### config.mk
export PLATFORM = sky130hd
export DESIGN_NAME = rgb_pixel_point_ops
export DESIGN_NICKNAME = d
export VERILOG_FILES = /design/src/rpo_pkg.sv /design/src/rgb_pixel_point_ops.sv /design/src/rpo_ch_sel.sv
export SDC_FILE = /design/constraint.sdc
export NUM_CORES = 2
export LEC_CHECK = 0
export ABC_AREA = 1
export BUFFER_PORTS_ARGS = -buffer_cell sky130_fd_sc_hd__buf_2
export CAP_MARGIN = 25
export CORE_MARGIN = 2
export CORE_UTILIZATION = 40
export CTS_BUF_LIST = sky130_fd_sc_hd__clkbuf_8
export DETAILED_ROUTE_END_ITERATION = 7
export PLACE_DENSITY_LB_ADDON = 0.15
export SLEW_MARGIN = 20
export SYNTH_ARGS = -nofsm -noshare
export SYNTH_HDL_FRONTEND = slang
export SYNTH_SLANG_ARGS = --single-unit
### constraint.sdc
create_clock -name clk -period 9 [get_ports clk]
set_input_delay 1.35 -clock clk [delete_from_list [all_inputs] [get_ports clk]]
set_output_delay 1.35 -clock clk [all_outputs]
set_load 0.01 [all_outputs]
### src/rpo_pkg.sv
// Package with the types and constants of the pixel point-operation block
package rpo_pkg;

  typedef enum logic [2:0] {
    FN_NEG    = 3'd0,
    FN_GRAY   = 3'd1,
    FN_TINT_B = 3'd2,
    FN_TINT_G = 3'd3,
    FN_TINT_R = 3'd4,
    FN_CON_UP = 3'd5,
    FN_CON_DN = 3'd6,
    FN_BANDS  = 3'd7
  } func_t;

  localparam logic [1:0] CH_BLUE  = 2'd0;
  localparam logic [1:0] CH_GREEN = 2'd1;
  localparam logic [1:0] CH_RED   = 2'd2;

  localparam logic [1:0] CFG_PERCENT = 2'd0;
  localparam logic [1:0] CFG_WIDTH   = 2'd1;

  localparam int CFG_IDX_W  = 2;
  localparam int CFG_DATA_W = 13;
  localparam int PCT_W      = 7;
  localparam int WIDTH_W    = 13;
  localparam int COL_W      = 12;
  localparam int PIX_W      = 8;

  localparam logic [WIDTH_W-1:0] MAX_WIDTH   = 13'd4096;
  localparam logic [WIDTH_W-1:0] WIDTH_RESET = 13'd4096;
  localparam logic [PCT_W-1:0]   PCT_MAX     = 7'd100;
  localparam logic [PIX_W-1:0]   PIX_MID     = 8'd127;
  localparam logic [PIX_W-1:0]   PIX_SAT     = 8'd255;

  // floor(x / 3) = (x * DIV3_MUL) >> DIV3_SHIFT, exact for x < 2**16
  localparam int DIV3_MUL   = 43691;
  localparam int DIV3_SHIFT = 17;
  // floor(s / 3) = (s * MEAN_MUL) >> MEAN_SHIFT, exact for s <= 765
  localparam int MEAN_MUL   = 683;
  localparam int MEAN_SHIFT = 11;
  // floor(x / 100) = (x * DIV100_MUL) >> DIV100_SHIFT, exact for x <= 51000
  localparam int DIV100_MUL   = 83887;
  localparam int DIV100_SHIFT = 23;

  typedef struct packed {
    func_t            func;
    logic [PIX_W-1:0] mean;
    logic [1:0]       band;
  } ctl_t;

endpackage

### src/rgb_pixel_point_ops.sv
// Top level of the pixel point-operation pipeline
//
// Input channel: in_valid/in_stall with func, blue_in, green_in, red_in and
// column; one pixel is taken at each edge where in_valid is high and in_stall
// is low. Output channel: out_valid/out_stall with blue_out, green_out and
// red_out; one processed pixel leaves per transaction, in input order.
// Configuration: cfg_valid/cfg_ready with cfg_index and cfg_data; index 0 is
// percent, index 1 is image_width, other indexes are ignored. cfg_ready is
// always high. Write configuration only while the pipeline is empty.
// Throughput is one pixel per cycle while out_stall is low. There are five
// register stages: input capture and channel sum, mean and band compare,
// factor multiply, divide-by-100 reciprocal multiply, and final select into
// the output register. Reset (rst, synchronous) empties all stages and sets
// percent to 0 and image_width to 4096. When out_stall is high, a full stage
// holds and empty stages ahead of it still fill; in_stall rises only when
// every stage is full.
module rgb_pixel_point_ops (
  input  logic                            clk,
  input  logic                            rst,
  input  logic                            cfg_valid,
  output logic                            cfg_ready,
  input  logic [rpo_pkg::CFG_IDX_W-1:0]   cfg_index,
  input  logic [rpo_pkg::CFG_DATA_W-1:0]  cfg_data,
  input  logic                            in_valid,
  output logic                            in_stall,
  input  logic [2:0]                      func,
  input  logic [rpo_pkg::PIX_W-1:0]       blue_in,
  input  logic [rpo_pkg::PIX_W-1:0]       green_in,
  input  logic [rpo_pkg::PIX_W-1:0]       red_in,
  input  logic [rpo_pkg::COL_W-1:0]       column,
  output logic                            out_valid,
  input  logic                            out_stall,
  output logic [rpo_pkg::PIX_W-1:0]       blue_out,
  output logic [rpo_pkg::PIX_W-1:0]       green_out,
  output logic [rpo_pkg::PIX_W-1:0]       red_out
);

  localparam int PW = rpo_pkg::PIX_W;
  localparam int WW = rpo_pkg::WIDTH_W;

  // configuration
  logic [rpo_pkg::PCT_W-1:0] percent;
  logic [WW-1:0]             image_width;
  logic [rpo_pkg::PCT_W-1:0] p_clip;
  logic [WW-1:0]             w_eff;
  logic [29:0]               lim1_prod;
  logic [30:0]               lim2_prod;
  logic [WW-1:0]             lim1;
  logic [WW-1:0]             lim2;
  logic [PW-1:0]             up;
  logic [PW-1:0]             dn;

  // stage valids and ready chain
  logic [5:1] v;
  logic [6:1] rdy;

  // stage 1
  rpo_pkg::func_t           s1_func;
  logic [PW-1:0]            s1_ch [3];
  logic [rpo_pkg::COL_W-1:0] s1_column;
  logic [PW+1:0]            s1_sum;

  // stage 2
  logic [19:0]    mean_prod;
  rpo_pkg::ctl_t  s2_ctl;
  logic [PW-1:0]  s2_ch [3];
  logic [1:0]     band_next;

  // stage 3
  rpo_pkg::ctl_t  s3_ctl;
  logic [PW-1:0]  s3_ch [3];
  logic [15:0]    s3_prod [3];
  logic [PW-1:0]  factor;

  // stage 4
  rpo_pkg::ctl_t  s4_ctl;
  logic [PW-1:0]  s4_ch [3];
  logic [PW:0]    s4_q [3];
  logic [32:0]    div_prod [3];

  // stage 5 (output)
  logic [PW-1:0]  y [3];
  logic [PW-1:0]  out_ch [3];

  assign cfg_ready = 1'b1;

  always_ff @(posedge clk) begin
    if (rst) begin
      percent     <= '0;
      image_width <= rpo_pkg::WIDTH_RESET;
    end else if (cfg_valid) begin
      case (cfg_index)
        rpo_pkg::CFG_PERCENT: percent     <= cfg_data[rpo_pkg::PCT_W-1:0];
        rpo_pkg::CFG_WIDTH:   image_width <= cfg_data[WW-1:0];
        default: ;
      endcase
    end
  end

  always_comb begin
    p_clip = (percent > rpo_pkg::PCT_MAX) ? rpo_pkg::PCT_MAX : percent;
    w_eff  = (image_width > rpo_pkg::MAX_WIDTH) ? rpo_pkg::MAX_WIDTH : image_width;
    lim1_prod = 30'(w_eff) * 30'(rpo_pkg::DIV3_MUL);
    lim2_prod = 31'({w_eff, 1'b0}) * 31'(rpo_pkg::DIV3_MUL);
  end

  // hold derived configuration in registers
  always_ff @(posedge clk) begin
    lim1 <= lim1_prod[rpo_pkg::DIV3_SHIFT +: WW];
    lim2 <= lim2_prod[rpo_pkg::DIV3_SHIFT +: WW];
    up   <= PW'(rpo_pkg::PCT_MAX) + PW'(p_clip);
    dn   <= PW'(rpo_pkg::PCT_MAX) - PW'(p_clip);
  end

  always_comb begin
    rdy[6] = !out_stall;
    for (int k = 5; k >= 1; k--) begin
      rdy[k] = !v[k] || rdy[k+1];
    end
  end

  assign in_stall  = !rdy[1];
  assign out_valid = v[5];

  always_ff @(posedge clk) begin
    if (rst) begin
      v <= '0;
    end else begin
      if (rdy[1]) v[1] <= in_valid;
      for (int k = 2; k <= 5; k++) begin
        if (rdy[k]) v[k] <= v[k-1];
      end
    end
  end

  // stage 1: capture and channel sum
  always_ff @(posedge clk) begin
    if (rdy[1]) begin
      s1_func   <= rpo_pkg::func_t'(func);
      s1_ch[0]  <= blue_in;
      s1_ch[1]  <= green_in;
      s1_ch[2]  <= red_in;
      s1_column <= column;
      s1_sum    <= (PW+2)'(blue_in) + (PW+2)'(green_in) + (PW+2)'(red_in);
    end
  end

  // stage 2: mean and column band
  always_comb begin
    mean_prod = 20'(s1_sum) * 20'(rpo_pkg::MEAN_MUL);
    if ({1'b0, s1_column} < lim1) begin
      band_next = rpo_pkg::CH_RED;
    end else if ({1'b0, s1_column} < lim2) begin
      band_next = rpo_pkg::CH_GREEN;
    end else begin
      band_next = rpo_pkg::CH_BLUE;
    end
  end

  always_ff @(posedge clk) begin
    if (rdy[2]) begin
      s2_ctl.func <= s1_func;
      s2_ctl.mean <= mean_prod[rpo_pkg::MEAN_SHIFT +: PW];
      s2_ctl.band <= band_next;
      s2_ch       <= s1_ch;
    end
  end

  // stage 3: scale factor multiply
  always_comb begin
    if ((s2_ctl.func == rpo_pkg::FN_CON_UP && s2_ctl.mean < rpo_pkg::PIX_MID)
        || (s2_ctl.func == rpo_pkg::FN_CON_DN && s2_ctl.mean > rpo_pkg::PIX_MID)) begin
      factor = dn;
    end else begin
      factor = up;
    end
  end

  always_ff @(posedge clk) begin
    if (rdy[3]) begin
      s3_ctl <= s2_ctl;
      s3_ch  <= s2_ch;
      for (int i = 0; i < 3; i++) begin
        s3_prod[i] <= 16'(s2_ch[i]) * 16'(factor);
      end
    end
  end

  // stage 4: divide by 100 through reciprocal multiply
  always_comb begin
    for (int i = 0; i < 3; i++) begin
      div_prod[i] = 33'(s3_prod[i]) * 33'(rpo_pkg::DIV100_MUL);
    end
  end

  always_ff @(posedge clk) begin
    if (rdy[4]) begin
      s4_ctl <= s3_ctl;
      s4_ch  <= s3_ch;
      for (int i = 0; i < 3; i++) begin
        s4_q[i] <= div_prod[i][rpo_pkg::DIV100_SHIFT +: PW+1];
      end
    end
  end

  // stage 5: select and saturate into the output register
  rpo_ch_sel u_sel_blue (
    .ctl   (s4_ctl),
    .ch_id (rpo_pkg::CH_BLUE),
    .c     (s4_ch[0]),
    .q     (s4_q[0]),
    .y     (y[0])
  );

  rpo_ch_sel u_sel_green (
    .ctl   (s4_ctl),
    .ch_id (rpo_pkg::CH_GREEN),
    .c     (s4_ch[1]),
    .q     (s4_q[1]),
    .y     (y[1])
  );

  rpo_ch_sel u_sel_red (
    .ctl   (s4_ctl),
    .ch_id (rpo_pkg::CH_RED),
    .c     (s4_ch[2]),
    .q     (s4_q[2]),
    .y     (y[2])
  );

  always_ff @(posedge clk) begin
    if (rdy[5]) begin
      out_ch <= y;
    end
  end

  assign blue_out  = out_ch[0];
  assign green_out = out_ch[1];
  assign red_out   = out_ch[2];

endmodule

### src/rpo_ch_sel.sv
// Final per-channel operation select and saturation
module rpo_ch_sel (
  input  rpo_pkg::ctl_t              ctl,
  input  logic [1:0]                 ch_id,
  input  logic [rpo_pkg::PIX_W-1:0]  c,
  input  logic [rpo_pkg::PIX_W:0]    q,
  output logic [rpo_pkg::PIX_W-1:0]  y
);

  logic [rpo_pkg::PIX_W-1:0] q_sat;
  logic [rpo_pkg::PIX_W-1:0] q_lo;
  logic [rpo_pkg::PIX_W-1:0] dbl;
  logic                      tint_hit;

  always_comb begin
    q_sat = q[rpo_pkg::PIX_W] ? rpo_pkg::PIX_SAT : q[rpo_pkg::PIX_W-1:0];
    q_lo  = (q > {1'b0, rpo_pkg::PIX_MID}) ? rpo_pkg::PIX_MID : q[rpo_pkg::PIX_W-1:0];
    dbl   = c[rpo_pkg::PIX_W-1] ? rpo_pkg::PIX_SAT : {c[rpo_pkg::PIX_W-2:0], 1'b0};
    tint_hit = (ctl.func == rpo_pkg::FN_TINT_B && ch_id == rpo_pkg::CH_BLUE)
            || (ctl.func == rpo_pkg::FN_TINT_G && ch_id == rpo_pkg::CH_GREEN)
            || (ctl.func == rpo_pkg::FN_TINT_R && ch_id == rpo_pkg::CH_RED);
    case (ctl.func)
      rpo_pkg::FN_NEG:  y = ~c;
      rpo_pkg::FN_GRAY: y = ctl.mean;
      rpo_pkg::FN_TINT_B, rpo_pkg::FN_TINT_G, rpo_pkg::FN_TINT_R: begin
        y = tint_hit ? q_sat : c;
      end
      rpo_pkg::FN_CON_UP: begin
        if (ctl.mean > rpo_pkg::PIX_MID) begin
          y = q_sat;
        end else if (ctl.mean < rpo_pkg::PIX_MID) begin
          y = q[rpo_pkg::PIX_W-1:0];
        end else begin
          y = c;
        end
      end
      rpo_pkg::FN_CON_DN: begin
        if (ctl.mean <= rpo_pkg::PIX_MID) begin
          y = q_lo;
        end else if (q < {1'b0, rpo_pkg::PIX_MID}) begin
          y = rpo_pkg::PIX_MID;
        end else begin
          y = q[rpo_pkg::PIX_W-1:0];
        end
      end
      rpo_pkg::FN_BANDS: y = (ch_id == ctl.band) ? dbl : c;
      default:           y = c;
    endcase
  end

endmodule

# == Word-level counts from Yosys, hierarchy flattened ==
# Memories as Yosys holds them, arrays and structs flattened.
# Index checks and enable logic that the tools add are counted.
# totals
mem_count,2
elab_cells,142
ff_bits,250
in_bits,59
mem_bits_rw,75
out_inout_bits,27
# classes
n_bitwise,3
addsub,4
multipliers,9
order_cmp,15
muxes,38
reduce_logical,21
eq_ne,12
# mem_list
name,depth,word_bits,rd,rd_clocked_by_memory_dff,write_ports,line_no,source
s3_prod,3,16,3,0,3,rgb_pixel_point_ops.sv:72,logic [15:0] s3_prod [3];
s4_q,3,9,3,0,3,rgb_pixel_point_ops.sv:78,logic [PW:0] s4_q [3];
# op_table
op,count
$mux 8,28
$pmux 8 s6,3
$mul 16x17->32 const B,3
$mul 13x16->29 const B,2
$mul 8x8->16,3
$gt 9x7->1 const B,3
$lt 9x7->1 const B,3
$not 8->8,3
$mul 10x10->19 const B,1
$eq 3x3->1 const B,6
$gt 8x7->1 const B,2
$lt 8x7->1 const B,2
$gt 13x13->1 const B,1
$lt 12x13->1,1
$mux 13,1
$lt 12x12->1,1
$add 9x8->10,1
$add 8x8->9,1
$add 7x7->8 const A,1
$le 8x7->1 const B,1
$sub 7x7->8 const A,1
$gt 7x7->1 const B,1
$logic_not 1->1,7
$mux 7,1
12 further kinds,25

# == Depth between registers and ports, before layout ==
# logic_depth
depth_word,7
mapped_depth,29
depth_no_buf,29

# == Hierarchy ==
# A second synthesis with hierarchy kept.
# unflattened
cells_unflattened,4755
area_unflattened_um2,41170.7
# by_module_without_submodules
mod,seq_area_each_um2,cells_per_inst,area_per_inst_um2,n_inst
rgb_pixel_point_ops,8838.5,4053,38017.7,1
rpo_ch_sel,0.0,234,1051.0,3

# == Worst setup path before layout ==
# OpenSTA, ideal clock, no wires.
# synth_path
path_kind,input -> register
from,input out_stall
to,register s1_ch[0] (netlist bit) (enable)
slack_ns,1.284
cell_stages,9
t_required_ns,8.597
arrival_time_ns,7.312
setup_time_ns,0.403
path_buffers,0
cell_sequence,nand2_1 nor2_1 inv_1 nor2_1 inv_1 nor2_1 inv_1 nor2_1 inv_1
# synth_between
elab_chain_cells,6
# synth_rtl
element,line_no,source
start: declaration,rgb_pixel_point_ops.sv:32,"input logic out_stall,"
$logic_not 1->1,rgb_pixel_point_ops.sv:116,rdy[6] = !out_stall;
$logic_or 1x1->1 (2 in series),rgb_pixel_point_ops.sv:118,rdy[k] = !v[k] || rdy[k+1];
net rdy (one bit),rgb_pixel_point_ops.sv:55,logic [6:1] rdy;
$logic_or 1x1->1,rgb_pixel_point_ops.sv:118,
net rdy (one bit),rgb_pixel_point_ops.sv:55,
$logic_or 1x1->1,rgb_pixel_point_ops.sv:118,
net rdy (one bit),rgb_pixel_point_ops.sv:55,
$logic_or 1x1->1,rgb_pixel_point_ops.sv:118,
end: declaration,rgb_pixel_point_ops.sv:59,logic [PW-1:0] s1_ch [3];
# The timed path passes the listed nets, and every way through them passes these cells.
# A chain may end at the register's enable or synchronous reset.

==> flow_metrics.tcl <==
set metrics [dict create \
    status "finished clean" \
    required_ps 9400 \
    clk_pin_slew_ps 60 \
    portBuffers 84 \
    holdBufCountCts 0 \
    reg2reg_from "s2_ctl[3]" \
    clockBufferDepth 3 \
    cp_slowest_cell "nand2_1" \
    finalHoldViolCount 0 \
    maxCapViolations 0 \
    wl_met2_mm 44.9 \
    reg2reg_depth 23 \
    postLayoutCoreUtil_pct 43.3 \
    yosysUniqueCellTypes 57 \
    topRoutingLayerUsed "met5" \
    synth_top_area_cell "fa_1" \
    wl_mm 101 \
    drv_slew 0 \
    layout.nets 5851 \
    endpoint "s3_prod[0][13]" \
    fmax_ghz 0.168 \
    wl_met1_mm 48.1 \
    startpoint "s2_ctl[3]" \
    post_cts_resized 0 \
    drt-initial-drc-count 1846 \
    num_vias 29459 \
    grt_usage_pct 20.0 \
    cts_tree "built" \
    grt_pass1_vias 30054 \
    cp_num_buf_inv 4 \
    grt_pass1_wl_mm 163 \
    dp_hpwl_mm 86.2 \
    worstPathMaxFanout 21 \
    r2r_slack_ps 3060 \
    async_flop_share_pct 0 \
    cts_buffers 57 \
    area_growth_pct 7.43 \
    tns_ps 0 \
    synthCells 4552 \
    clock_latency_ps 690 \
    path_cells "nand2_1 -> nor2_1 -> a41oi_1 -> nand3_1 -> nand2_1 -> or2_1 -> nand2_1 -> nor2_1 -> fa_1 -> inv_1 -> fa_1 -> inv_1 -> fa_1 -> inv_1 -> fa_1 -> inv_1 -> ha_1 -> nand2_1 -> o21ai_0 -> nor2_1 -> o21ai_0 -> a31oi_1 -> xnor2_1" \
    synth_enable_flop_cells 259 \
    timing.final.ws_setup_ps 3060 \
    die_x_um 322 \
    final_cell_mix "inv_1 (1191), ha_1 (667), nand2_1 (603)" \
    tightest_slew_ps 1010 \
    fp-row-count 116 \
    cp_top_family "adder cells" \
    numClockSinks 312 \
    path_class "flop to flop" \
    worstPathArrival_ps 6330 \
    die_y_um 322 \
    place_ws_ps 2990 \
    place_congestion 0.884 \
    ant_nets 0 \
    rsz0062_at_grt "no" \
    synth.area.top_cells "fa_1 (23%), ha_1 (21%), edfxtp_1 (19%)" \
    mostFrequentLayoutCell "inv_1" \
    synth_top_cell_area_share_pct 23.5 \
    cts_setup_buffers 0 \
    setup.worst_path.end_class "flop" \
    critPathLaunchType "flop" \
    period_needed_ps 5940 \
    path_depth 23 \
    ys.flop_type "edfxtp_1" \
    clock_skew_ps 44.2 \
    dieArea_um2 104000 \
    cpPeakStageDelay_ps 670 \
    timing.rr.end "s3_prod[0][13]" \
    cts_max_level 2 \
    wl_met3_mm 6.07 \
    antenna_found_initial 8 \
    wl_per_cell_um 16.9 \
    initial_utilization_pct 40.3 \
    drc 0 \
    detail_route.vias_per_cell 4.91 \
    grt_start_max_net_pins 72 \
    period_share_pct 66.0 \
    grt_overflow_total 0 \
    yosys_warnings 0 \
    core_area_um2 100000 \
    drt_pass1_iterations 7 \
    layout-drive-gt1-share_pct 4.43 \
    yosys_register_bits 312 \
    ios 86 \
    ys_seq_area_share_pct 21.9 \
    syn_area_um2 40400 \
    setup_violations 0 \
    maxSlewHeadroom_pct 32.7 \
    hold_class "flop to flop" \
    cts_root_buf "clkbuf_8" \
    syn_area_per_cell_um2 8.87 \
]
[metrics by stage]
stage	instance area (um^2)	cells	hold WS [ps]
2_1_floorplan	40400	4553	400
3_3_place_gp	42200	5890	402
3_5_place_dp	42200	5890	405
4_1_cts	43400	5996	404
5_1_grt	43400	5997	418
6_report	43400	5997	408
[flip-flops by register name, summed over array words and instances, names as in the netlist, 10 cells and up]
name / flops
s2_ch: 24
s4_ctl: 13
s1_sum: 10
lim2: 12
s2_ctl: 13
s4_ch: 24
s1_column: 12
s3_prod: 48
s3_ctl: 13
s1_ch: 24
s3_ch: 24
image_width: 13
s4_q: 27
[cell usage after synthesis, drive strengths merged (2+ instances only)]
master   number
dfxtp        53
a21oi       206
o21ai       172
o21bai       21
nand4        25
fa          474
o221ai        3
o2111ai       5
nor3         56
xnor2        27
nor2        355
o22ai         5
ha          667
inv        1178
a22oi         4
nor4         13
buf          28
o211ai       14
o21a         11
conb          2
o311ai       10
a211oi        6
nand3b        5
nand3       185
edfxtp      259
a21boi        5
nand2       607
a31o          2
a31oi        25
or2          11
xor2         57
a221oi        9
a21o         22
clkbuf       25
[cell families (layout without fill, tap and decap cells)]
| kind of cell | after synthesis | in the layout | share of synthesized area, % |
|---|---|---|---|
| xor gates and xnor gates | 84 | 84 | 1.82 |
| AOI/OAI and AO/OA | 525 | 525 | 7.53 |
| other | 2 | 4 | 0.0186 |
| adders and majority gates | 1141 | 1141 | 44.2 |
| and+or+nand+nor | 1257 | 1257 | 12.9 |
| buffers and inverters | 1231 | 1376 | 11.6 |
| DFF | 312 | 312 | 21.9 |
[metal layers]
layer | vias up | global-route usage, %
met4 | 6 | 4.43
met3 | 123 | 3.68
met1 | 14039 | 28.4
li1 | 14623 | -
met2 | 668 | 31.6
met5 | - | 0
[worst min-delay path by stage]
stage	start	end	slack, ps	cells after the start
after floorplan	s1_ch[0]	s2_ch[0]	400	0
after global placement	s3_ch[12]	s4_ch[12]	400	0
after detailed placement	s1_ch[2]	s2_ch[2]	400	0
after CTS	s3_ch[16]	s4_ch[16]	400	0
after global routing	s3_ch[16]	s4_ch[16]	420	0
final	s3_ch[17]	s4_ch[17]	410	0
[layout make-up]
cell class	count	area [um^2]
Fill cell	10150	56800
Timing Repair Buffer	92	480
Clock inverter	42	288
Clock buffer	64	881
Multi-Input combinational cell	3010	26800
Sequential cell	312	8840
Inverter	1178	4420
Tap cell	1298	1620
Antenna cell	1	2.50
Power is left out: the tool's default activity adds up to more than one toggle a clock period on the data nets, which glitch-free logic cannot reach.
